File: src/hdl/oamu_pkg.sv
package oamu_pkg;

	localparam int UPC_W = 5;

	// item kinds
	localparam logic [1:0] FUNC_RESOLVE = 2'd0;
	localparam logic [1:0] FUNC_WMEM    = 2'd1;
	localparam logic [1:0] FUNC_WREG    = 2'd2;

	// addressing modes
	localparam logic [2:0] MODE_REG      = 3'd0;
	localparam logic [2:0] MODE_DEF      = 3'd1;
	localparam logic [2:0] MODE_AINC     = 3'd2;
	localparam logic [2:0] MODE_AINC_DEF = 3'd3;
	localparam logic [2:0] MODE_ADEC     = 3'd4;
	localparam logic [2:0] MODE_ADEC_DEF = 3'd5;
	localparam logic [2:0] MODE_INDEX    = 3'd6;
	localparam logic [2:0] MODE_BAD      = 3'd7;

	localparam logic [2:0] REG_PC = 3'd7;
	localparam logic [2:0] REG_SP = 3'd6;

	// memory request select
	localparam logic [2:0] MEM_NONE = 3'd0;
	localparam logic [2:0] MEM_PTR  = 3'd1;
	localparam logic [2:0] MEM_PTR1 = 3'd2;
	localparam logic [2:0] MEM_ADR  = 3'd3;
	localparam logic [2:0] MEM_ADR1 = 3'd4;
	localparam logic [2:0] MEM_WR   = 3'd5;

	// operand word capture
	localparam logic [1:0] CAP_NONE = 2'd0;
	localparam logic [1:0] CAP_LO   = 2'd1;
	localparam logic [1:0] CAP_HI   = 2'd2;
	localparam logic [1:0] CAP_REG  = 2'd3;

	// register file operation
	localparam logic [1:0] ROP_NONE = 2'd0;
	localparam logic [1:0] ROP_INC  = 2'd1;
	localparam logic [1:0] ROP_DEC  = 2'd2;
	localparam logic [1:0] ROP_LOAD = 2'd3;

	// pointer load
	localparam logic [1:0] POP_NONE = 2'd0;
	localparam logic [1:0] POP_REG  = 2'd1;
	localparam logic [1:0] POP_NEW  = 2'd2;

	// effective address load
	localparam logic [2:0] AOP_NONE = 3'd0;
	localparam logic [2:0] AOP_REG  = 3'd1;
	localparam logic [2:0] AOP_NEW  = 3'd2;
	localparam logic [2:0] AOP_TMP  = 3'd3;
	localparam logic [2:0] AOP_SUM  = 3'd4;
	localparam logic [2:0] AOP_RNUM = 3'd5;

	// sequencing
	localparam logic [1:0] J_NEXT   = 2'd0;
	localparam logic [1:0] J_ALWAYS = 2'd1;
	localparam logic [1:0] J_BYTE   = 2'd2;
	localparam logic [1:0] J_DISP   = 2'd3;

	// program entry points
	localparam logic [UPC_W-1:0] S_DISP = 5'd0;
	localparam logic [UPC_W-1:0] S_M0   = 5'd1;
	localparam logic [UPC_W-1:0] S_M1   = 5'd2;
	localparam logic [UPC_W-1:0] S_M2   = 5'd3;
	localparam logic [UPC_W-1:0] S_M3   = 5'd4;
	localparam logic [UPC_W-1:0] S_M4   = 5'd5;
	localparam logic [UPC_W-1:0] S_M5   = 5'd6;
	localparam logic [UPC_W-1:0] S_M6   = 5'd7;
	localparam logic [UPC_W-1:0] S_IX0  = 5'd8;
	localparam logic [UPC_W-1:0] S_IX1  = 5'd9;
	localparam logic [UPC_W-1:0] S_IX2  = 5'd10;
	localparam logic [UPC_W-1:0] S_IX3  = 5'd11;
	localparam logic [UPC_W-1:0] S_IX4  = 5'd12;
	localparam logic [UPC_W-1:0] S_IX5  = 5'd13;
	localparam logic [UPC_W-1:0] S_WA0  = 5'd14;
	localparam logic [UPC_W-1:0] S_WA1  = 5'd15;
	localparam logic [UPC_W-1:0] S_WA2  = 5'd16;
	localparam logic [UPC_W-1:0] S_WA3  = 5'd17;
	localparam logic [UPC_W-1:0] S_WA4  = 5'd18;
	localparam logic [UPC_W-1:0] S_WA5  = 5'd19;
	localparam logic [UPC_W-1:0] S_OP0  = 5'd20;
	localparam logic [UPC_W-1:0] S_OP1  = 5'd21;
	localparam logic [UPC_W-1:0] S_OP2  = 5'd22;
	localparam logic [UPC_W-1:0] S_OP3  = 5'd23;
	localparam logic [UPC_W-1:0] S_OP4  = 5'd24;
	localparam logic [UPC_W-1:0] S_DONE = 5'd25;
	localparam logic [UPC_W-1:0] S_WMEM = 5'd26;
	localparam logic [UPC_W-1:0] S_WREG = 5'd27;

	typedef struct packed {
		logic [2:0]       mem;
		logic [1:0]       cap;
		logic [1:0]       rop;
		logic             rsel7;
		logic             step2;
		logic [1:0]       pop;
		logic [2:0]       aop;
		logic [1:0]       jmp;
		logic [UPC_W-1:0] target;
		logic             last;
	} ctl_t;

	typedef struct packed {
		logic [1:0] func;
		logic [2:0] mode;
		logic       byte_op;
	} stat_t;

	typedef struct packed {
		logic        we;
		logic [15:0] addr;
		logic [7:0]  wdata;
	} mem_req_t;

	typedef struct packed {
		logic [15:0] operand_address;
		logic [15:0] operand_value;
		logic        is_register;
		logic        mode_error;
	} res_t;

	function automatic ctl_t ucode(input logic [UPC_W-1:0] a);
		ctl_t c;
		c = '0;
		case (a)
			S_DISP: c.jmp = J_DISP;
			S_M0: begin
				c.aop = AOP_RNUM;
				c.cap = CAP_REG;
				c.jmp = J_ALWAYS;
				c.target = S_DONE;
			end
			S_M1: begin
				c.aop = AOP_REG;
				c.jmp = J_ALWAYS;
				c.target = S_OP0;
			end
			S_M2: begin
				c.aop = AOP_REG;
				c.rop = ROP_INC;
				c.jmp = J_ALWAYS;
				c.target = S_OP0;
			end
			S_M3: begin
				c.pop = POP_REG;
				c.rop = ROP_INC;
				c.step2 = 1'b1;
				c.jmp = J_ALWAYS;
				c.target = S_WA0;
			end
			S_M4: begin
				c.rop = ROP_DEC;
				c.aop = AOP_NEW;
				c.jmp = J_ALWAYS;
				c.target = S_OP0;
			end
			S_M5: begin
				c.rop = ROP_DEC;
				c.step2 = 1'b1;
				c.pop = POP_NEW;
				c.jmp = J_ALWAYS;
				c.target = S_WA0;
			end
			S_M6: begin
				c.rsel7 = 1'b1;
				c.pop = POP_REG;
				c.rop = ROP_INC;
				c.step2 = 1'b1;
			end
			S_IX0: c.mem = MEM_PTR;
			S_IX1: c.mem = MEM_PTR1;
			S_IX2: c.mem = MEM_NONE;
			S_IX3: c.cap = CAP_LO;
			S_IX4: c.cap = CAP_HI;
			S_IX5: begin
				c.aop = AOP_SUM;
				c.jmp = J_ALWAYS;
				c.target = S_OP0;
			end
			S_WA0: c.mem = MEM_PTR;
			S_WA1: c.mem = MEM_PTR1;
			S_WA2: c.mem = MEM_NONE;
			S_WA3: c.cap = CAP_LO;
			S_WA4: c.cap = CAP_HI;
			S_WA5: c.aop = AOP_TMP;
			S_OP0: c.mem = MEM_ADR;
			S_OP1: c.mem = MEM_ADR1;
			S_OP2: c.mem = MEM_NONE;
			S_OP3: begin
				c.cap = CAP_LO;
				c.jmp = J_BYTE;
				c.target = S_DONE;
			end
			S_OP4: begin
				c.cap = CAP_HI;
				c.jmp = J_ALWAYS;
				c.target = S_DONE;
			end
			S_DONE: c.last = 1'b1;
			S_WMEM: begin
				c.mem = MEM_WR;
				c.last = 1'b1;
			end
			S_WREG: begin
				c.rop = ROP_LOAD;
				c.last = 1'b1;
			end
			default: begin
				c.jmp = J_ALWAYS;
				c.target = S_DONE;
			end
		endcase
		return c;
	endfunction

	function automatic logic [UPC_W-1:0] dispatch(input stat_t s);
		logic [UPC_W-1:0] t;
		t = S_DONE;
		case (s.func)
			FUNC_WMEM: t = S_WMEM;
			FUNC_WREG: t = S_WREG;
			FUNC_RESOLVE: begin
				case (s.mode)
					MODE_REG:      t = S_M0;
					MODE_DEF:      t = S_M1;
					MODE_AINC:     t = S_M2;
					MODE_AINC_DEF: t = S_M3;
					MODE_ADEC:     t = S_M4;
					MODE_ADEC_DEF: t = S_M5;
					MODE_INDEX:    t = S_M6;
					default:       t = S_DONE;
				endcase
			end
			default: t = S_DONE;
		endcase
		return t;
	endfunction

endpackage

File: src/hdl/oamu_seq.sv
module oamu_seq (
	input  logic                clk,
	input  logic                arst_n,
	input  logic                accept,
	input  logic                hold,
	input  oamu_pkg::stat_t     stat,
	output oamu_pkg::ctl_t      ctl,
	output logic                en,
	output logic                busy
);
	import oamu_pkg::*;

	logic             busy_q;
	logic [UPC_W-1:0] upc_q;
	logic [UPC_W-1:0] upc_nxt;

	assign ctl  = ucode(upc_q);
	assign en   = busy_q && !(ctl.last && hold);
	assign busy = busy_q;

	always_comb begin
		case (ctl.jmp)
			J_NEXT:   upc_nxt = upc_q + 1'b1;
			J_ALWAYS: upc_nxt = ctl.target;
			J_BYTE:   upc_nxt = stat.byte_op ? ctl.target : upc_q + 1'b1;
			J_DISP:   upc_nxt = dispatch(stat);
			default:  upc_nxt = S_DONE;
		endcase
	end

	always_ff @(posedge clk or negedge arst_n) begin
		if (!arst_n) begin
			busy_q <= 1'b0;
			upc_q  <= S_DISP;
		end else if (accept) begin
			busy_q <= 1'b1;
			upc_q  <= S_DISP;
		end else if (en) begin
			if (ctl.last) begin
				busy_q <= 1'b0;
			end else begin
				upc_q <= upc_nxt;
			end
		end
	end

endmodule

File: config.mk
export PLATFORM = sky130hd
export DESIGN_NAME = oamu_seq
export DESIGN_NICKNAME = d
export VERILOG_FILES = /design/src/hdl/oamu_pkg.sv /design/src/hdl/oamu_seq.sv
export SDC_FILE = /design/constraint.sdc
export NUM_CORES = 1
export LEC_CHECK = 0
export BUFFER_PORTS_ARGS = -buffer_cell sky130_fd_sc_hd__buf_2
export CAP_MARGIN = 20
export CORE_UTILIZATION = 45
export CTS_CLUSTER_DIAMETER = 200
export DETAILED_ROUTE_END_ITERATION = 12
export GPL_TIMING_DRIVEN = 0
export PLACE_DENSITY = 0.8
export SETUP_SLACK_MARGIN = 0.5
export SYNTH_ARGS = -nofsm -noshare
export SYNTH_HDL_FRONTEND = slang
export SYNTH_SLANG_ARGS = --single-unit
File: constraint.sdc
create_clock -name clk -period 2.7 [get_ports clk]
set_input_delay 0.54 -clock clk [delete_from_list [all_inputs] [get_ports clk]]
set_output_delay 0.54 -clock clk [all_outputs]
set_load 0.01 [all_outputs]
==> flow_summary.yaml <==
outcome:
  run_status: "finished with violations"
  violations: "negative setup slack"
placement:
  placed_area_um2: 1280
  io_buffers: 33
  finalWeightedCongestion: 0.891
  hpwl_um: 2240
finish:
  final-seq-area_um2: 153
  layout.nets: 221
  area_growth_pct: 58.3
  multiInputGateArea_um2: 1010
  n_antenna_cell: 0
  fill_cells: 167
  final_cell_area_um2: 1670
  final_cell_mix: "buf_2 (32), nand2_1 (19), nor2_1 (14), buf_4 (13)"
  final_common_cell: "buf_2"
  drive_above_1_share: 0.515
sta:
  slew_violations: 0
  rsz0062_at_grt: "true"
  fmax_ghz: 0.352
  fin_skew_ns: 0.00407
  timing.final.ws_setup_ns: -0.143
  hold_viol: 0
  worst_pin_slew_ns: 0.408
  slew_headroom: 0.727
  period_share: 1.05
  post-route-min-period_ns: 2.84
  finalSetupViolations: 4
pwr:
  p_int_mw: 1.08
  combPwrFrac: 0.889
  swShare: 0.484
  switchingPower_mw: 1.01
  p_leak_nw: 0.761
  powerDensity_nw_per_um2: 1250
  clkPwrFrac: 0.040
  ir_drop_mv: 0.937
  p_seq_frac: 0.071
  total_power_mw: 2.09
clock_network:
  clk_pin_slew_ns: 0.05
  clock_sinks: 6
  clk_latency_ns: 0.25
  htree_levels: 1
  cts_buffers: 3
  cts_tree: "built"
  clk_path_buf_depth: 2
  root_buffer: "clkbuf_4"
  hold_buffers: 0
critical_path:
  crit_path_start_kind: "register"
  crit_start: "upc_q[1]"
  arrival_ns: 2.30
  r2r_start: "upc_q[1]"
  worstPathRequired_ns: 2.16
  critPathKind: "reg2out"
  critPathCaptureType: "output port"
  critPathMaxFanout: 4
die:
  die_y_um: 50.5
  rows: 17
  coreArea_um2: 2210
  die-area_um2: 2550
  start_util: 0.478
  die_w_um: 50.5
  io_pins: 34
detailed_routing:
  firstDrtPassIters: 4
  drt_iter0_markers: 29
  wire_per_inst_um: 15.3
  vias: 1353
  wirelength_um: 3540
  drc: 0
  ant_nets: 0
  via_per_inst: 5.83
yosys:
  yosys_warnings: 0
  synth_cells: 154
  syn_nets: 169
  netlist_area_um2: 1060
  avgSynthCellArea_um2: 6.87
  synth_cell_type_count: 52
  ys_seq_area_frac: 0.142
  synth-seq-cells: 6
flow_run:
  maxCapViolCount: 0
global_routing:
  antenna_found_initial: 0
  grt_max_degree: 11
  grt_usage: 0.265
  grt_pass1_wl_um: 5100
  overflow: 0
  grt_pass1_vias: 1092
worst_hold_path:
  min_path_type: "in2async"
## synth_stat cells (all sizes together)
cell | number | area share
nor2 | 18 | 0.064
mux2i | 1 | 0.0095
clkinv | 1 | 0.0035
o211ai | 3 | 0.021
a21boi | 1 | 0.0071
xnor2 | 3 | 0.025
a32oi | 1 | 0.0083
o221ai | 2 | 0.017
and3b | 2 | 0.017
clkbuf | 3 | 0.011
and2 | 2 | 0.012
a31oi | 3 | 0.018
inv | 7 | 0.025
a2111oi | 1 | 0.0083
o21ai | 13 | 0.065
o2111ai | 1 | 0.0083
nand2b | 4 | 0.024
o32ai | 2 | 0.017
ha | 5 | 0.059
a21o | 1 | 0.0071
a211oi | 2 | 0.019
nand4b | 1 | 0.0083
o31ai | 2 | 0.014
a22o | 2 | 0.017
and4b | 1 | 0.0095
nand3 | 3 | 0.014
dfrtp | 6 | 0.14
nor4b | 1 | 0.014
nor3b | 2 | 0.019
nor3 | 3 | 0.014
or2 | 4 | 0.024
o22ai | 1 | 0.0059
a41oi | 1 | 0.0083
nand2 | 22 | 0.078
nand3b | 2 | 0.014
a21oi | 8 | 0.038
a32o | 1 | 0.0095
and3 | 1 | 0.0059
a221oi | 1 | 0.0083
mux2 | 1 | 0.011
nor2b | 2 | 0.012
or3 | 1 | 0.0059
buf | 9 | 0.059
o21a | 2 | 0.014
a2111o | 1 | 0.011
## power by group through the flow
stage	registers [mW]	logic, mW	clock network [mW]
CTS	0.144	1.47	0.0839
global route	0.151	1.99	0.0866
finish	0.148	1.85	0.0839
floorplan	0.143	0.950	0
global placement	0.149	1.25	0
detailed placement	0.151	1.26	0
## final cells by class
type                            count  area share
Sequential cell                     6      0.0912
Inverter                            8      0.0179
Multi-Input combinational cell    128       0.605
Timing Repair Buffer               47       0.179
Tap cell                           28      0.0209
Buffer                             12      0.0732
Clock buffer                        3      0.0135
## sequential cells by signal (all words and copies together) (netlist names)
register and count:
upc_q 5, busy 1
## layer usage
metal | GRT usage | up-vias | wire length, µm
li1 | - | 655 | -
met1 | 0.327 | 634 | 1460
met2 | 0.471 | 60 | 1850
met3 | 0.0121 | 4 | 188
met4 | 0.120 | 0 | 48
met5 | 0 | - | 0
## timing repair
item / in CTS / in global routing
pin swaps: 14 / 14
hold endpoints to repair: 0 / 0
setup buffers: 6 / 8
endpoints found under the setup margin: 25 / 23
resized for setup: 31 / 41
## logic make-up (layout without fill, tap and decap cells)
kind of cell / after synthesis / count (layout) / synth area share
xor+xnor: 3 / 3 / 0.0249
mux: 2 / 2 / 0.0201
flops: 6 / 6 / 0.142
buf+inv: 20 / 70 / 0.0982
fa+ha+maj: 5 / 5 / 0.0592
simple gates: 69 / 69 / 0.335
compound gates: 49 / 49 / 0.321
## critical path, cell delays in order (launching register included)
cell and delay [ns]:
dfrtp_2 0.44, ha_4 0.18, buf_6 0.12, a211oi_4 0.24, a221oi_2 0.10, a2111o_1 0.35
buf_6 0.14, or2_4 0.24, o21ai_4 0.13, buf_6 0.11
## through the flow
step	setup TNS [ns]	hold WS (ns)	cells	util	setup slack, ns
final	-0.375	0.101	232	0.757	-0.143
after global routing	-0.656	0.116	232	0.757	-0.216
after CTS	-0.515	0.105	224	0.655	-0.209
after detailed placement	-0.130	0.366	215	0.581	-0.0987
after global placement	-0.0538	0.364	215	0.581	-0.0538
after floorplan	0	0.244	154	-	0.223
## final timing paths
path,to,slack [ns],cells after the start
worst max register to register,upc_q[4],0.36,10
max in group asynchronous,upc_q[0],2.44,1
min in group clk,busy,0.54,2
worst min-delay path,upc_q[4],0.10,1
worst max-delay path,ctl[5],-0.14,9
worst min register to register,busy,0.54,2
Note: power is estimated with default switching activity, not from simulation.
