[src/hdl/oamu_pkg.sv]
package oamu_pkg;

	localparam int UPC_W = 5;

	// item kinds
	localparam logic [1:0] FUNC_RESOLVE = 2'd0;
	localparam logic [1:0] FUNC_WMEM    = 2'd1;
	localparam logic [1:0] FUNC_WREG    = 2'd2;

	// addressing modes
	localparam logic [2:0] MODE_REG      = 3'd0;
	localparam logic [2:0] MODE_DEF      = 3'd1;
	localparam logic [2:0] MODE_AINC     = 3'd2;
	localparam logic [2:0] MODE_AINC_DEF = 3'd3;
	localparam logic [2:0] MODE_ADEC     = 3'd4;
	localparam logic [2:0] MODE_ADEC_DEF = 3'd5;
	localparam logic [2:0] MODE_INDEX    = 3'd6;
	localparam logic [2:0] MODE_BAD      = 3'd7;

	localparam logic [2:0] REG_PC = 3'd7;
	localparam logic [2:0] REG_SP = 3'd6;

	// memory request select
	localparam logic [2:0] MEM_NONE = 3'd0;
	localparam logic [2:0] MEM_PTR  = 3'd1;
	localparam logic [2:0] MEM_PTR1 = 3'd2;
	localparam logic [2:0] MEM_ADR  = 3'd3;
	localparam logic [2:0] MEM_ADR1 = 3'd4;
	localparam logic [2:0] MEM_WR   = 3'd5;

	// operand word capture
	localparam logic [1:0] CAP_NONE = 2'd0;
	localparam logic [1:0] CAP_LO   = 2'd1;
	localparam logic [1:0] CAP_HI   = 2'd2;
	localparam logic [1:0] CAP_REG  = 2'd3;

	// register file operation
	localparam logic [1:0] ROP_NONE = 2'd0;
	localparam logic [1:0] ROP_INC  = 2'd1;
	localparam logic [1:0] ROP_DEC  = 2'd2;
	localparam logic [1:0] ROP_LOAD = 2'd3;

	// pointer load
	localparam logic [1:0] POP_NONE = 2'd0;
	localparam logic [1:0] POP_REG  = 2'd1;
	localparam logic [1:0] POP_NEW  = 2'd2;

	// effective address load
	localparam logic [2:0] AOP_NONE = 3'd0;
	localparam logic [2:0] AOP_REG  = 3'd1;
	localparam logic [2:0] AOP_NEW  = 3'd2;
	localparam logic [2:0] AOP_TMP  = 3'd3;
	localparam logic [2:0] AOP_SUM  = 3'd4;
	localparam logic [2:0] AOP_RNUM = 3'd5;

	// sequencing
	localparam logic [1:0] J_NEXT   = 2'd0;
	localparam logic [1:0] J_ALWAYS = 2'd1;
	localparam logic [1:0] J_BYTE   = 2'd2;
	localparam logic [1:0] J_DISP   = 2'd3;

	// program entry points
	localparam logic [UPC_W-1:0] S_DISP = 5'd0;
	localparam logic [UPC_W-1:0] S_M0   = 5'd1;
	localparam logic [UPC_W-1:0] S_M1   = 5'd2;
	localparam logic [UPC_W-1:0] S_M2   = 5'd3;
	localparam logic [UPC_W-1:0] S_M3   = 5'd4;
	localparam logic [UPC_W-1:0] S_M4   = 5'd5;
	localparam logic [UPC_W-1:0] S_M5   = 5'd6;
	localparam logic [UPC_W-1:0] S_M6   = 5'd7;
	localparam logic [UPC_W-1:0] S_IX0  = 5'd8;
	localparam logic [UPC_W-1:0] S_IX1  = 5'd9;
	localparam logic [UPC_W-1:0] S_IX2  = 5'd10;
	localparam logic [UPC_W-1:0] S_IX3  = 5'd11;
	localparam logic [UPC_W-1:0] S_IX4  = 5'd12;
	localparam logic [UPC_W-1:0] S_IX5  = 5'd13;
	localparam logic [UPC_W-1:0] S_WA0  = 5'd14;
	localparam logic [UPC_W-1:0] S_WA1  = 5'd15;
	localparam logic [UPC_W-1:0] S_WA2  = 5'd16;
	localparam logic [UPC_W-1:0] S_WA3  = 5'd17;
	localparam logic [UPC_W-1:0] S_WA4  = 5'd18;
	localparam logic [UPC_W-1:0] S_WA5  = 5'd19;
	localparam logic [UPC_W-1:0] S_OP0  = 5'd20;
	localparam logic [UPC_W-1:0] S_OP1  = 5'd21;
	localparam logic [UPC_W-1:0] S_OP2  = 5'd22;
	localparam logic [UPC_W-1:0] S_OP3  = 5'd23;
	localparam logic [UPC_W-1:0] S_OP4  = 5'd24;
	localparam logic [UPC_W-1:0] S_DONE = 5'd25;
	localparam logic [UPC_W-1:0] S_WMEM = 5'd26;
	localparam logic [UPC_W-1:0] S_WREG = 5'd27;

	typedef struct packed {
		logic [2:0]       mem;
		logic [1:0]       cap;
		logic [1:0]       rop;
		logic             rsel7;
		logic             step2;
		logic [1:0]       pop;
		logic [2:0]       aop;
		logic [1:0]       jmp;
		logic [UPC_W-1:0] target;
		logic             last;
	} ctl_t;

	typedef struct packed {
		logic [1:0] func;
		logic [2:0] mode;
		logic       byte_op;
	} stat_t;

	typedef struct packed {
		logic        we;
		logic [15:0] addr;
		logic [7:0]  wdata;
	} mem_req_t;

	typedef struct packed {
		logic [15:0] operand_address;
		logic [15:0] operand_value;
		logic        is_register;
		logic        mode_error;
	} res_t;

	function automatic ctl_t ucode(input logic [UPC_W-1:0] a);
		ctl_t c;
		c = '0;
		case (a)
			S_DISP: c.jmp = J_DISP;
			S_M0: begin
				c.aop = AOP_RNUM;
				c.cap = CAP_REG;
				c.jmp = J_ALWAYS;
				c.target = S_DONE;
			end
			S_M1: begin
				c.aop = AOP_REG;
				c.jmp = J_ALWAYS;
				c.target = S_OP0;
			end
			S_M2: begin
				c.aop = AOP_REG;
				c.rop = ROP_INC;
				c.jmp = J_ALWAYS;
				c.target = S_OP0;
			end
			S_M3: begin
				c.pop = POP_REG;
				c.rop = ROP_INC;
				c.step2 = 1'b1;
				c.jmp = J_ALWAYS;
				c.target = S_WA0;
			end
			S_M4: begin
				c.rop = ROP_DEC;
				c.aop = AOP_NEW;
				c.jmp = J_ALWAYS;
				c.target = S_OP0;
			end
			S_M5: begin
				c.rop = ROP_DEC;
				c.step2 = 1'b1;
				c.pop = POP_NEW;
				c.jmp = J_ALWAYS;
				c.target = S_WA0;
			end
			S_M6: begin
				c.rsel7 = 1'b1;
				c.pop = POP_REG;
				c.rop = ROP_INC;
				c.step2 = 1'b1;
			end
			S_IX0: c.mem = MEM_PTR;
			S_IX1: c.mem = MEM_PTR1;
			S_IX2: c.mem = MEM_NONE;
			S_IX3: c.cap = CAP_LO;
			S_IX4: c.cap = CAP_HI;
			S_IX5: begin
				c.aop = AOP_SUM;
				c.jmp = J_ALWAYS;
				c.target = S_OP0;
			end
			S_WA0: c.mem = MEM_PTR;
			S_WA1: c.mem = MEM_PTR1;
			S_WA2: c.mem = MEM_NONE;
			S_WA3: c.cap = CAP_LO;
			S_WA4: c.cap = CAP_HI;
			S_WA5: c.aop = AOP_TMP;
			S_OP0: c.mem = MEM_ADR;
			S_OP1: c.mem = MEM_ADR1;
			S_OP2: c.mem = MEM_NONE;
			S_OP3: begin
				c.cap = CAP_LO;
				c.jmp = J_BYTE;
				c.target = S_DONE;
			end
			S_OP4: begin
				c.cap = CAP_HI;
				c.jmp = J_ALWAYS;
				c.target = S_DONE;
			end
			S_DONE: c.last = 1'b1;
			S_WMEM: begin
				c.mem = MEM_WR;
				c.last = 1'b1;
			end
			S_WREG: begin
				c.rop = ROP_LOAD;
				c.last = 1'b1;
			end
			default: begin
				c.jmp = J_ALWAYS;
				c.target = S_DONE;
			end
		endcase
		return c;
	endfunction

	function automatic logic [UPC_W-1:0] dispatch(input stat_t s);
		logic [UPC_W-1:0] t;
		t = S_DONE;
		case (s.func)
			FUNC_WMEM: t = S_WMEM;
			FUNC_WREG: t = S_WREG;
			FUNC_RESOLVE: begin
				case (s.mode)
					MODE_REG:      t = S_M0;
					MODE_DEF:      t = S_M1;
					MODE_AINC:     t = S_M2;
					MODE_AINC_DEF: t = S_M3;
					MODE_ADEC:     t = S_M4;
					MODE_ADEC_DEF: t = S_M5;
					MODE_INDEX:    t = S_M6;
					default:       t = S_DONE;
				endcase
			end
			default: t = S_DONE;
		endcase
		return t;
	endfunction

endpackage

[src/hdl/oamu_dp.sv]
module oamu_dp (
	input  logic                clk,
	input  logic                arst_n,
	input  logic                accept,
	input  logic [1:0]          func,
	input  logic [5:0]          mode_reg,
	input  logic                byte_op,
	input  logic [15:0]         load_address,
	input  logic [15:0]         load_data,
	input  oamu_pkg::ctl_t      ctl,
	input  logic                en,
	input  logic [7:0]          rdata,
	output oamu_pkg::stat_t     stat,
	output oamu_pkg::mem_req_t  req,
	output oamu_pkg::res_t      res
);
	import oamu_pkg::*;

	logic [1:0]  func_q;
	logic [5:0]  mr_q;
	logic        byte_q;
	logic [15:0] la_q;
	logic [15:0] ld_q;
	logic [15:0] rf_q [8];
	logic [15:0] ptr_q;
	logic [15:0] adr_q;
	logic [15:0] tmp_q;

	logic [2:0]  rnum;
	logic [2:0]  mode;
	logic [2:0]  rsel;
	logic [15:0] rf_rd;
	logic [1:0]  stepv;
	logic [15:0] upd;
	logic        ok;

	assign rnum  = mr_q[2:0];
	assign mode  = mr_q[5:3];
	assign rsel  = ctl.rsel7 ? REG_PC : rnum;
	assign rf_rd = rf_q[rsel];
	assign stepv = (ctl.step2 || rnum >= REG_SP || !byte_q) ? 2'd2 : 2'd1;
	assign upd   = (ctl.rop == ROP_DEC) ? rf_rd - {14'd0, stepv} : rf_rd + {14'd0, stepv};

	assign stat.func    = func_q;
	assign stat.mode    = mode;
	assign stat.byte_op = byte_q;

	always_comb begin
		req.we    = en && (ctl.mem == MEM_WR);
		req.wdata = ld_q[7:0];
		case (ctl.mem)
			MEM_PTR:  req.addr = ptr_q;
			MEM_PTR1: req.addr = ptr_q + 16'd1;
			MEM_ADR:  req.addr = adr_q;
			MEM_ADR1: req.addr = adr_q + 16'd1;
			MEM_WR:   req.addr = la_q;
			default:  req.addr = 16'd0;
		endcase
	end

	always_ff @(posedge clk) begin
		if (accept) begin
			func_q <= func;
			mr_q   <= mode_reg;
			byte_q <= byte_op;
			la_q   <= load_address;
			ld_q   <= load_data;
		end
	end

	always_ff @(posedge clk or negedge arst_n) begin
		if (!arst_n) begin
			for (int i = 0; i < 8; i++) begin
				rf_q[i] <= 16'd0;
			end
		end else if (en) begin
			case (ctl.rop)
				ROP_INC:  rf_q[rsel] <= upd;
				ROP_DEC:  rf_q[rsel] <= upd;
				ROP_LOAD: rf_q[rnum] <= ld_q;
				default:  ;
			endcase
		end
	end

	always_ff @(posedge clk) begin
		if (en) begin
			case (ctl.pop)
				POP_REG: ptr_q <= rf_rd;
				POP_NEW: ptr_q <= upd;
				default: ;
			endcase
			case (ctl.aop)
				AOP_REG:  adr_q <= rf_rd;
				AOP_NEW:  adr_q <= upd;
				AOP_TMP:  adr_q <= tmp_q;
				AOP_SUM:  adr_q <= rf_rd + tmp_q;
				AOP_RNUM: adr_q <= {13'd0, rnum};
				default:  ;
			endcase
			case (ctl.cap)
				CAP_LO:  tmp_q <= {8'h00, rdata};
				CAP_HI:  tmp_q[15:8] <= rdata;
				CAP_REG: tmp_q <= byte_q ? {8'h00, rf_rd[7:0]} : rf_rd;
				default: ;
			endcase
		end
	end

	assign ok = (func_q == FUNC_RESOLVE) && (mode != MODE_BAD);

	assign res.operand_address = ok ? adr_q : 16'd0;
	assign res.operand_value   = ok ? tmp_q : 16'd0;
	assign res.is_register     = (func_q == FUNC_RESOLVE) && (mode == MODE_REG);
	assign res.mode_error      = (func_q == FUNC_RESOLVE) && (mode == MODE_BAD);

endmodule

[config.mk]
export PLATFORM = sky130hd
export DESIGN_NAME = oamu_dp
export DESIGN_NICKNAME = d
export VERILOG_FILES = /design/src/hdl/oamu_pkg.sv /design/src/hdl/oamu_dp.sv
export SDC_FILE = /design/constraint.sdc
export NUM_CORES = 1
export LEC_CHECK = 0
export ABC_AREA = 0
export ABC_CLOCK_PERIOD_IN_PS = 5700
export BUFFER_PORTS_ARGS = -buffer_cell sky130_fd_sc_hd__buf_2
export CAP_MARGIN = 20
export CELL_PAD_IN_SITES_DETAIL_PLACEMENT = 1
export CELL_PAD_IN_SITES_GLOBAL_PLACEMENT = 1
export CORE_ASPECT_RATIO = 0.5
export CORE_MARGIN = 4
export CORE_UTILIZATION = 46
export DETAILED_ROUTE_END_ITERATION = 6
export PLACE_DENSITY_LB_ADDON = 0.1
export SLEW_MARGIN = 40
export SYNTH_ARGS = -nofsm -noshare
export SYNTH_HDL_FRONTEND = slang
export SYNTH_SLANG_ARGS = --single-unit
[constraint.sdc]
create_clock -name clk -period 5.7 [get_ports clk]
set_input_delay 0.285 -clock clk [delete_from_list [all_inputs] [get_ports clk]]
set_output_delay 0.285 -clock clk [all_outputs]
set_load 0.05 [all_outputs]
==> flow_summary.rst, run 1 <==
.. list-table::
   :header-rows: 1

   * - Metric
     - Value
   * - Outcome
     - completed
   * - Total number of yosys warnings
     - 0
   * - Global placement routability congestion
     - a little over 0.9
   * - End point of the most critical hold path
     - tmp_q[0]
   * - DR vias/cell
     - ~6.2
   * - Antenna violations before repair
     - 0
   * - Design area
     - 0.0156 mm²
   * - Std-Cell Core Area
     - 0.0281 mm²
   * - Pin count of the biggest net entering global routing
     - between 60 and 70
   * - Most frequently used flop master after synthesis
     - dfrtp_1
   * - Internal power of the cells
     - ~3.6 mW
   * - Reg area
     - between 0.005 and 0.006 mm²
   * - Synth Area in XOR/XNOR
     - about 2.1%
   * - Proportion of synthesized chip area in sequential cells
     - between 40% and 50%
   * - Hold Fails Final Rpt
     - 0
   * - Detailed-router iteration count before antenna repair
     - 5
   * - Power dissipated by switching net loads
     - around 2.2 mW
   * - Worst-case reg-to-reg path depth
     - 16
   * - Longest Clk Path Bufs
     - 3
   * - Fill cell total of the finished layout
     - 3305
   * - Nets
     - 1724
   * - Rel. slew slack
     - 40.1%
   * - Clock Pin Slew Worst Setup and Hold Paths
     - around 0.060 ns
   * - Num rows
     - 43
   * - Fraction of the mapped netlist area in compound gates
     - a little over a fifth
   * - Met3 Track Usage GR
     - roughly 6.0%
   * - Final-report max-slew violation count
     - 0
   * - Clk pwr share
     - about 28%
   * - Sequential power share
     - about 37%
   * - Buffers added on ports
     - between 100 and 150
   * - Worst-case vdd ir drop
     - roughly 240 µV
   * - Gate count of the mapped netlist
     - 1490
   * - Count of distinct cell types in the synthesized netlist
     - 66
   * - Critical path arrival
     - around 5.0 ns
   * - Power Dens Cells
     - 372 mW/mm²
   * - Number of top-level pins
     - 140
   * - First-pass GRT wire length
     - slightly above 70 mm
   * - Initial core utilization
     - between 40% and 50%
   * - Register-to-Register Setup Slack
     - just over 0.9 ns
   * - Proportion of layout cells with a drive suffix above 1
     - 17.7%
   * - Number of levels the H-tree was split into
     - 1
   * - Final setup violating endpoints
     - 0
   * - Root buffer selected by CTS
     - clkbuf_16
   * - Setup repair after global routing missed its margin
     - false
   * - Synthesized area
     - ~0.013 mm²
   * - Synthesized area divided by synthesized cell count
     - about 9 µm²
   * - Clock sink count
     - 217
   * - Count of antenna-violating nets left after detailed routing
     - 0
   * - Switching Fraction
     - between 30 and 40%
   * - FF-to-FF Start
     - mr_q[2]
   * - Leak pwr
     - roughly 6.5 nW
   * - Setup Total Neg Slack
     - 0 ns
   * - Multi-input combinational cell area
     - 0.00683 mm²
   * - Synthesized netlist net count
     - about 1600
   * - Placed standard-cell area
     - ~0.014 mm²
   * - GRT Total Usage
     - approximately 29%
   * - CTS tree
     - built
   * - Hold WC Path Type
     - primary input to flop
   * - Worst slew pin tran
     - ~0.9 ns
   * - Routed wire length
     - approximately 47 mm
   * - Worst r2r dst
     - ptr_q[15]
   * - Clock buffer count from CTS
     - 22
   * - Commonest cells after routing, fill and taps aside
     - a21oi_1, nand2_1, nor2_1, buf_2, dfrtp_1
   * - Critical Path Sink Type
     - flop
   * - Arithmetic-cell share of the synthesized area counting full adders, half adders and majority gates
     - 3.32%
   * - Fmax
     - approximately 0.21 GHz
   * - Met2 usage
     - about half
   * - Most used routing layer in global routing
     - met2
   * - Data required time of the worst path
     - ~5.9 ns
   * - Max-cap viol count
     - 0
   * - Fraction of met1 tracks used by global routing
     - between 30% and 40%
   * - Fraction of the cycle the final worst path needs
     - roughly 84%
   * - Clock tree skew after final layout
     - between 0.02 and 0.03 ns
   * - Number of global-route vias before repair
     - 12900
   * - Post-CTS Repair Setup Buffers
     - 0
   * - Via count of the routed design
     - between 10000 and 15000
   * - Height of the chip
     - 128 µm
   * - Hold path startpoint
     - rdata[0]
   * - Maximum net fanout on the critical path
     - 13
   * - Overflow left after global routing
     - 0
   * - Dominant combinational cell family by area after synthesis
     - compound AO/OA/AOI/OAI gates
   * - Full die area
     - between 0.03 and 0.04 mm²
   * - Relative area change from synthesis to final layout
     - 17.2%
   * - Skew-Pair Late Insertion Delay
     - roughly 0.55 ns
   * - Post-CTS Hold Fix Bufs
     - 42
   * - Register bit total from synthesis
     - between 200 and 250
   * - Routed wire length per instance
     - 23.3 µm
   * - Number of cells on the worst hold path
     - 3
   * - Kind of launch point of the worst setup path
     - flop
   * - Quantity of gates resized following cts
     - 0
   * - Fraction of synthesized area in multiplexers
     - ~7.2%
   * - Iter 0 DRT Violations
     - 760
   * - Post-synth EDFFs
     - 89
   * - Minimum clock period after layout
     - ~4.8 ns
   * - HPWL reported at the end of detailed placement
     - ~33 mm
   * - Most common cell after layout, fill and taps aside
     - a21oi_1
   * - DRC Markers
     - 0
   * - Simple logic cell fraction of the synthesized area
     - about 17%
   * - Synth async-reset ratio
     - 59.0%
   * - Classification of the worst setup path
     - flop to flop
   * - Die span in x
     - around 250 µm
   * - Combinational share of power
     - between 30% and 40%
   * - Startpoint of the most critical setup path
     - mr_q[2]
-- stage by stage --
stage | hold WS, ns | util [%] | power [mW] | worst slack (ns) | instances
finish | 0.0626 | 55.4 | 5.79 | 0.929 | 2014
global route | 0.0681 | 55.4 | 6.09 | 0.775 | 2013
CTS | 0.0515 | 55.4 | 5.76 | 1.11 | 2013
detailed placement | 0.450 | 51.0 | 4.09 | 1.15 | 1931
global placement | 0.438 | 50.8 | 3.98 | 1.10 | 1929
floorplan | -0.0106 | - | 3.42 | 1.63 | 1490
-- logic make-up after synthesis --
kind of cell,count (synthesis)
compound gates,485
xor+xnor,32
fa+ha+maj,34
buf+inv,154
flops,217
mux,87
simple gates,481
-- power groups by stage --
| stage | clock network, mW | registers (mW) | logic (mW) |
|---|---|---|---|
| after floorplan | 0 | 2.11 | 1.31 |
| after global placement | 0 | 2.16 | 1.81 |
| after detailed placement | 0 | 2.18 | 1.91 |
| after CTS | 1.65 | 2.16 | 1.96 |
| after global routing | 1.73 | 2.19 | 2.17 |
| final | 1.63 | 2.16 | 1.99 |
-- worst max-delay path, cell delays in order (launching register included) --
cell and delay [ns]:
edfxtp_1 0.62, buf_4 0.28, nor2_1 0.28, nand2_1 0.09, buf_4 0.21, o22ai_1 0.37, a311oi_1 0.09, buf_4 0.19
ha_1 0.49, nand4_1 0.20, a211oi_1 0.29, a21oi_1 0.15, o2111ai_1 0.30, a21o_1 0.19, nand2_1 0.33, nand2_1 0.19
o21ai_0 0.16
-- synthesized netlist by cell type, types with 3 or more instances --
cell type	n	area, µm²
a21oi_1	216	1080
nand2_1	160	601
nor2_1	149	559
dfrtp_1	128	3200
o21ai_0	100	500
edfxtp_1	89	2670
clkbuf_1	74	278
and2_1	44	275
mux2_2	43	484
o22ai_1	43	269
mux2i_1	41	410
inv_1	34	128
ha_1	32	400
nand3_1	24	120
a22oi_1	23	173
nor3_1	22	110
and3_1	21	131
xnor2_1	19	166
buf_1	16	60.1
nor2b_1	15	93.8
a31oi_1	14	87.6
buf_2	14	70.1
xor2_1	13	114
buf_4	12	90.1
nand2b_1	11	68.8
o211ai_1	11	82.6
a22o_1	10	87.6
a211oi_1	9	67.6
nor3b_1	9	67.6
nor4_1	8	50.1
o21a_1	8	60.1
a21o_1	7	52.6
a311o_1	7	70.1
a311oi_1	6	52.6
nand4_1	6	37.5
or3_1	4	25.0
a31o_2	3	26.3
a32o_1	3	30.0
buf_6	3	33.8
o2111ai_1	3	26.3
o31ai_1	3	22.5
or4_1	3	22.5
-- metal layers --
metal | routed length (µm) | part of all wire [%]
met4 | 914 | 2.0
met2 | 22100 | 47
met1 | 20400 | 44
met3 | 3390 | 7.2
met5 | 0 | 0
-- registers in the layout, summed over array words and instances, names as in the netlist --
signal  flops
adr_q      16
byte_q      1
tmp_q      16
func_q      2
rf_q      128
ptr_q      16
ld_q       16
mr_q        6
la_q       16
-- final cells by class --
class | count | area share, %
Inverter | 35 | 0.844
Clock buffer | 27 | 3.92
Tap cell | 382 | 3.07
Antenna cell | 1 | 0.0161
Multi-Input combinational cell | 1119 | 43.9
Sequential cell | 217 | 37.8
Timing Repair Buffer | 220 | 9.29
Clock inverter | 13 | 1.25
-- how the worst max path moves through the flow --
stage / to / slack (ns) / depth (start not counted)
after CTS: ptr_q[15] / 1.11 / 15
final: ptr_q[15] / 0.93 / 16
after floorplan: adr_q[13] / 1.63 / 16
after global placement: adr_q[10] / 1.10 / 16
after global routing: adr_q[13] / 0.77 / 18
after detailed placement: adr_q[13] / 1.15 / 17
Power figures use the tool's default switching activity.
==> run 2: changes to the inputs <==
Settings changed: ABC_CLOCK_PERIOD_IN_PS 5700 to 4910.
Clock period 5.7 ns to 4.91 ns, I/O delays scaled along.
==> flow_summary.rst, run 2 (synthesis gave the netlist of run 1 again) <==
.. list-table::
   :header-rows: 1

   * - Metric
     - Value
   * - Outcome
     - completed
   * - Antenna diodes
     - 0
   * - Rel. slew slack
     - a little over two fifths
   * - Antenna violations before repair
     - 0
   * - Nets
     - 1730
   * - DR vias/cell
     - 6.16
   * - Critical path's slowest cell
     - edfxtp_1
   * - Internal power of the cells
     - between 4 and 5 mW
   * - Critical Path Sink Type
     - flop
   * - Skew-Pair Late Insertion Delay
     - approximately 0.54 ns
   * - CTS tree
     - built
   * - First-pass GRT wire length
     - about 74 mm
   * - Longest Clk Path Bufs
     - 3
   * - Proportion of layout cells with a drive suffix above 1
     - between 10% and 20%
   * - Hold Fails Final Rpt
     - 0
   * - Max-cap viol count
     - 0
   * - Number of global-route vias before repair
     - 13000
   * - Fmax
     - 0.213 GHz
   * - Sequential power share
     - 38.2%
   * - Num rows
     - between 40 and 50
   * - Initial core utilization
     - a little under half
   * - Layout Utilization
     - a little under three fifths
   * - Maximum net fanout on the critical path
     - 12
   * - Startpoint of the most critical setup path
     - mr_q[0]
   * - FF-to-FF Start
     - mr_q[0]
   * - Combinational share of power
     - between 30% and 40%
   * - DRC Markers
     - 0
   * - CP most frequent cell
     - buf_4
   * - Kind of launch point of the worst setup path
     - flop
   * - Root buffer selected by CTS
     - clkbuf_16
   * - Iter 0 DRT Violations
     - ~900
   * - Routed wire length per instance
     - 23.5 µm
   * - Worst setup timing slack at the placement stage
     - approximately 0.24 ns
   * - Critical path arrival
     - just under 5 ns
   * - GRT Total Usage
     - roughly 30%
   * - Std-Cell Core Area
     - ~0.028 mm²
   * - Buffers added on ports
     - between 100 and 150
   * - Overflow left after global routing
     - 0
   * - Number of top-level pins
     - 140
   * - Count of antenna-violating nets left after detailed routing
     - 0
   * - Classification of the worst setup path
     - flop to flop
   * - Switching Fraction
     - between 30% and 40%
   * - Clock sink count
     - approximately 220
   * - Maximum cell stage delay along the critical path
     - ~0.5 ns
   * - Power Dens Cells
     - between 400 and 500 mW/mm²
   * - Data required time of the worst path
     - a little over 5 ns
   * - Commonest cells after routing, fill and taps aside
     - a21oi_1, nand2_1, nor2_1, buf_2, dfrtp_1
   * - Minimum clock period after layout
     - between 4 and 5 ns
   * - Routed wire length
     - around 47 mm
   * - Clock Pin Slew Worst Setup and Hold Paths
     - 0.06 ns
   * - Setup Total Neg Slack
     - 0 ns
   * - Die span in x
     - around 250 µm
   * - Final-report max-slew violation count
     - 0
   * - Via count of the routed design
     - between 10000 and 15000
   * - Flip-flop count of the largest register, all copies and words added
     - between 100 and 150
   * - Family of cells with the greatest summed delay on the critical path
     - compound AO/OA/AOI/OAI gates
   * - Height of the chip
     - around 130 µm
   * - Number of levels the H-tree was split into
     - 1
   * - Leak pwr
     - about 6.5 nW
   * - Hold Worst Slack
     - 0.0251 ns
   * - Detailed-router iteration count before antenna repair
     - 5
   * - Worst Setup Slack, final
     - around 0.21 ns
   * - Crit-path cells
     - nor2_1 > buf_4 > nand2_1 > buf_4 > o22ai_1 > a311o_1 > inv_1 > ha_1 > a21o_1 > a21oi_1 > nor2b_1 > a311oi_1 > o21ai_1 > xor2_1 > mux2_2 > a221o_1
   * - Final setup violating endpoints
     - 0
   * - Fill cell total of the finished layout
     - 3309
   * - Relative area change from synthesis to final layout
     - 17.0%
   * - Worst slew pin tran
     - 0.851 ns
   * - Number of buffer and inverter stages on the critical path
     - 3
   * - Global placement routability congestion
     - ~0.9
   * - Fraction of the cycle the final worst path needs
     - a little over nine tenths
   * - Full die area
     - 0.0318 mm²
   * - HPWL reported at the end of detailed placement
     - around 33 mm
   * - Pin count of the biggest net entering global routing
     - between 80 and 90
   * - Register ranked first by flip-flop count
     - rf_q
   * - Most common cell after layout, fill and taps aside
     - a21oi_1
   * - Clock buffer count from CTS
     - 22
   * - Clk pwr share
     - ~26%
   * - Power dissipated by switching net loads
     - around 2.5 mW
   * - Hold path startpoint
     - rdata[0]
   * - Worst-case vdd ir drop
     - roughly 260 µV
   * - Clock tree skew after final layout
     - between 0.015 and 0.02 ns
   * - Setup repair after global routing missed its margin
     - false
   * - Hold WC Path Type
     - primary input to flop
-- run 2: cell types whose count changed in the layout (fill, tap and decap cells not counted), moves of 3 or more --
cell and delta:
bufinv_16 -3, nor2_1 -6, clkinv_2 -4, clkinvlp_4 +4, buf_4 +6, nor2_2 +6
-- run 2: tightest hold or removal path: cells and delay by family --
kind                   cells  cell delay (ns)
AO/OA/AOI/OAI              1             0.06
buffers and inverters      1             0.09
AND/OR/NAND/NOR            1             0.04
-- run 2: final timing paths --
path,slack [ns],end,cells past startpoint
max,0.21,adr_q[14],16
min,0.03,tmp_q[0],3
max reg2reg,0.21,adr_q[14],16
min reg2reg,0.48,rf_q[70],2
max in group asynchronous,3.47,rf_q[111],3
min in group asynchronous,0.36,rf_q[87],2
-- run 2: what timing repair did --
item | in CTS | in global routing
setup buffers | 0 | 5
endpoints found under the setup margin | 0 | 53
gates resized for setup | 0 | 3
hold buffers | 42 | 0
hold endpoints to repair | 124 | 0
-- run 2: layout make-up --
cell class	count	area, µm²	area share, %
timing repair buffer	226	1490	9.61
sequential	217	5880	37.8
tap	382	478	3.08
clock buffer	27	599	3.86
inverter	35	131	0.846
clock inverter	13	116	0.749
multi-input combinational	1119	6840	44.0
-- run 2: metal layers --
| metal | vias to the layer above | routed length [µm] | track usage [%] | part of all wire [%] |
|---|---|---|---|---|
| met5 | - | 35 | 1.08 | 0.074 |
| met4 | 2 | 930 | 6.00 | 2.0 |
| met3 | 72 | 4000 | 6.23 | 8.4 |
| met2 | 511 | 21600 | 48.8 | 46 |
| met1 | 6204 | 20700 | 40.7 | 44 |
| li1 | 5645 | - | - | - |
-- run 2: power by group through the flow --
stage | Clock, mW | Sequential [mW] | Combinational, mW
after floorplan | 0 | 2.45 | 1.52
after global placement | 0 | 2.51 | 2.14
after detailed placement | 0 | 2.53 | 2.25
after CTS | 1.73 | 2.50 | 2.30
after global routing | 1.80 | 2.54 | 2.58
final | 1.70 | 2.51 | 2.36
-- run 2: stage by stage --
stage	area (µm²)	cells	power, mW
6_report	15500	2019	6.57
5_1_grt	15500	2019	6.92
4_1_cts	15500	2013	6.54
3_5_place_dp	14300	1931	4.79
3_3_place_gp	14300	1930	4.65
2_1_floorplan	13300	1490	3.97
==> run 3: changes to the inputs <==
Settings changed: CTS_BUF_LIST from default to sky130_fd_sc_hd__clkbuf_16, PLACE_DENSITY from default to 0.9, PLACE_DENSITY_LB_ADDON 0.1 to default.
==> flow_summary.rst, run 3 (synthesis gave the netlist of run 1 again) <==
.. list-table::
   :header-rows: 1

   * - Metric
     - Value
   * - Clk pwr share
     - approximately a quarter
   * - Switching Fraction
     - between 30 and 40%
   * - Full die area
     - around 0.032 mm²
   * - Via count of the routed design
     - roughly 13000
   * - Proportion of layout cells with a drive suffix above 1
     - approximately 17%
   * - Iter 0 DRT Violations
     - approximately 1200
   * - Worst-case vdd ir drop
     - ~250 µV
   * - Kind of launch point of the worst setup path
     - flop
   * - Routed wire length per instance
     - ~24 µm
   * - Antenna diodes
     - 0
   * - Overflow left after global routing
     - 0
   * - Skew-Pair Late Insertion Delay
     - between 0.5 and 0.6 ns
   * - DR vias/cell
     - ~6.3
   * - Classification of the worst setup path
     - flop to flop
   * - Clock sink count
     - between 200 and 250
   * - Setup repair after global routing missed its margin
     - false
   * - Routed wire length
     - between 40 and 50 mm
   * - Max-cap viol count
     - 0
   * - Data required time of the worst path
     - approximately 5.4 ns
   * - Clock buffer count from CTS
     - 22
   * - Longest Clk Path Bufs
     - 3
   * - Power dissipated by switching net loads
     - between 2 and 3 mW
   * - Register ranked first by flip-flop count
     - rf_q
   * - Setup Total Neg Slack
     - 0 ns
   * - Fill cell total of the finished layout
     - approximately 3300
   * - GRT Total Usage
     - 30.3%
   * - Critical Path Sink Type
     - flop
   * - Initial core utilization
     - 47.3%
   * - Hold Fails Final Rpt
     - 0
   * - Std-Cell Core Area
     - ~0.028 mm²
   * - Sequential power share
     - around 38%
   * - Power Dens Cells
     - around 430 mW/mm²
   * - Number of levels the H-tree was split into
     - 1
   * - Detailed-router iteration count before antenna repair
     - 5
   * - Register-to-Register Setup Slack
     - 0.19 ns
   * - Minimum clock period after layout
     - 4.72 ns
   * - Clock tree skew after final layout
     - roughly 0.024 ns
   * - Critical path arrival
     - 5.17 ns
   * - CTS tree
     - built
   * - Antenna violations before repair
     - 0
   * - Clock Pin Slew Worst Setup and Hold Paths
     - about 0.070 ns
   * - Commonest cells after routing, fill and taps aside
     - a21oi_1, nand2_1, nor2_1, buf_2, dfrtp_1
   * - Multi-input combinational cell area
     - ~0.0068 mm²
   * - Pin count of the biggest net entering global routing
     - between 70 and 80
   * - Root buffer selected by CTS
     - clkbuf_16
   * - Final setup violating endpoints
     - 0
   * - Most common cell after layout, fill and taps aside
     - a21oi_1
   * - Combinational share of power
     - between 30% and 40%
   * - HPWL reported at the end of detailed placement
     - ~33 mm
   * - Worst slew pin tran
     - between 0.8 and 0.9 ns
   * - Internal power of the cells
     - a little over 4 mW
   * - Height of the chip
     - 128 µm
   * - Hold WC Path Type
     - primary input to flop
   * - Rel. slew slack
     - around 44%
   * - Global placement routability congestion
     - 0.970
   * - Nets
     - approximately 1700
   * - Fmax
     - 0.212 GHz
   * - Buffers added on ports
     - between 100 and 150
   * - Reg area
     - 0.00588 mm²
   * - Flip-flop count of the largest register, all copies and words added
     - 128
   * - Number of top-level pins
     - 140
   * - Count of antenna-violating nets left after detailed routing
     - 0
   * - Cell count after placement
     - just under 2000
   * - Fraction of the cycle the final worst path needs
     - ~96%
   * - Number of global-route vias before repair
     - 13400
   * - First-pass GRT wire length
     - roughly 76 mm
   * - Quantity of gates resized following cts
     - 0
   * - Outcome
     - completed
   * - Maximum net fanout on the critical path
     - 12
   * - Relative area change from synthesis to final layout
     - 16.6%
   * - DRC Markers
     - 0
   * - Final-report max-slew violation count
     - 0
   * - Post-Layout Cell Count
     - ~2000
   * - Leak pwr
     - approximately 6.5 nW
   * - Die span in x
     - roughly 250 µm
   * - Num rows
     - 43
run 3: metal layers:
layer  wire (µm)  up-vias  track usage [%]
met5           0        -                0
met4        1800        0             10.9
met3        4320      148             6.39
met2       22900      638             51.1
met1       19900     6277             38.9
li1            -     5630                -
run 3: stage by stage:
stage / area (µm²) / hold slack, ns / utilization, % / worst slack (ns) / power (mW)
3_5_place_dp: 14300 / 0.326 / 51.1 / 0.391 / 4.79
5_1_grt: 15500 / 0.0268 / 55.1 / 0.00954 / 6.95
6_report: 15500 / 0.0219 / 55.1 / 0.192 / 6.67
4_1_cts: 15500 / 0.00552 / 55.1 / 0.317 / 6.59
2_1_floorplan: 13300 / -0.0501 / - / 0.841 / 3.97
3_3_place_gp: 14300 / 0.422 / 50.9 / 0.515 / 4.61
run 3: final timing paths:
kind,from,end,depth (start not counted)
max,mr_q[2],rf_q[10],15
min,rdata[2],tmp_q[2],3
max reg2reg,mr_q[2],rf_q[10],15
min reg2reg,rf_q[39],rf_q[39],2
max in group asynchronous,arst_n,rf_q[27],3
min in group asynchronous,arst_n,rf_q[119],2
run 3: repair_timing:
action	in CTS	in global routing
hold buffers	42	0
buffers inserted	0	0
hold endpoints to repair	115	0
setup endpoints to repair	0	0
run 3: final cells by class:
class / instances / area share [%]
well taps: 382 / 3.09
repair buffers: 222 / 9.41
flip-flops and latches: 217 / 38.0
multi-input cells: 1119 / 44.1
clock buffers: 22 / 3.56
clock inverters: 18 / 1.08
inverters: 35 / 0.849
run 3: worst max-delay path, cell delays in order, from the launching register on:
cell      delay [ns]
edfxtp_1        0.59
nor2_1          0.46
nand2_1         0.32
o22ai_1         0.26
a311o_1         0.32
inv_1           0.15
ha_1            0.38
nor2b_1         0.18
o31ai_1         0.41
a21oi_2         0.15
o211ai_1        0.30
nor2b_1         0.22
xnor2_1         0.29
buf_4           0.28
a22oi_1         0.11
a21oi_1         0.22
run 3: power by group through the flow:
stage               clock, mW  sequential (mW)  combinational [mW]
global placement            0             2.50                2.11
global route             1.84             2.55                2.56
finish                   1.75             2.53                2.39
detailed placement          0             2.54                2.25
CTS                      1.76             2.51                2.32
floorplan                   0             2.45                1.52
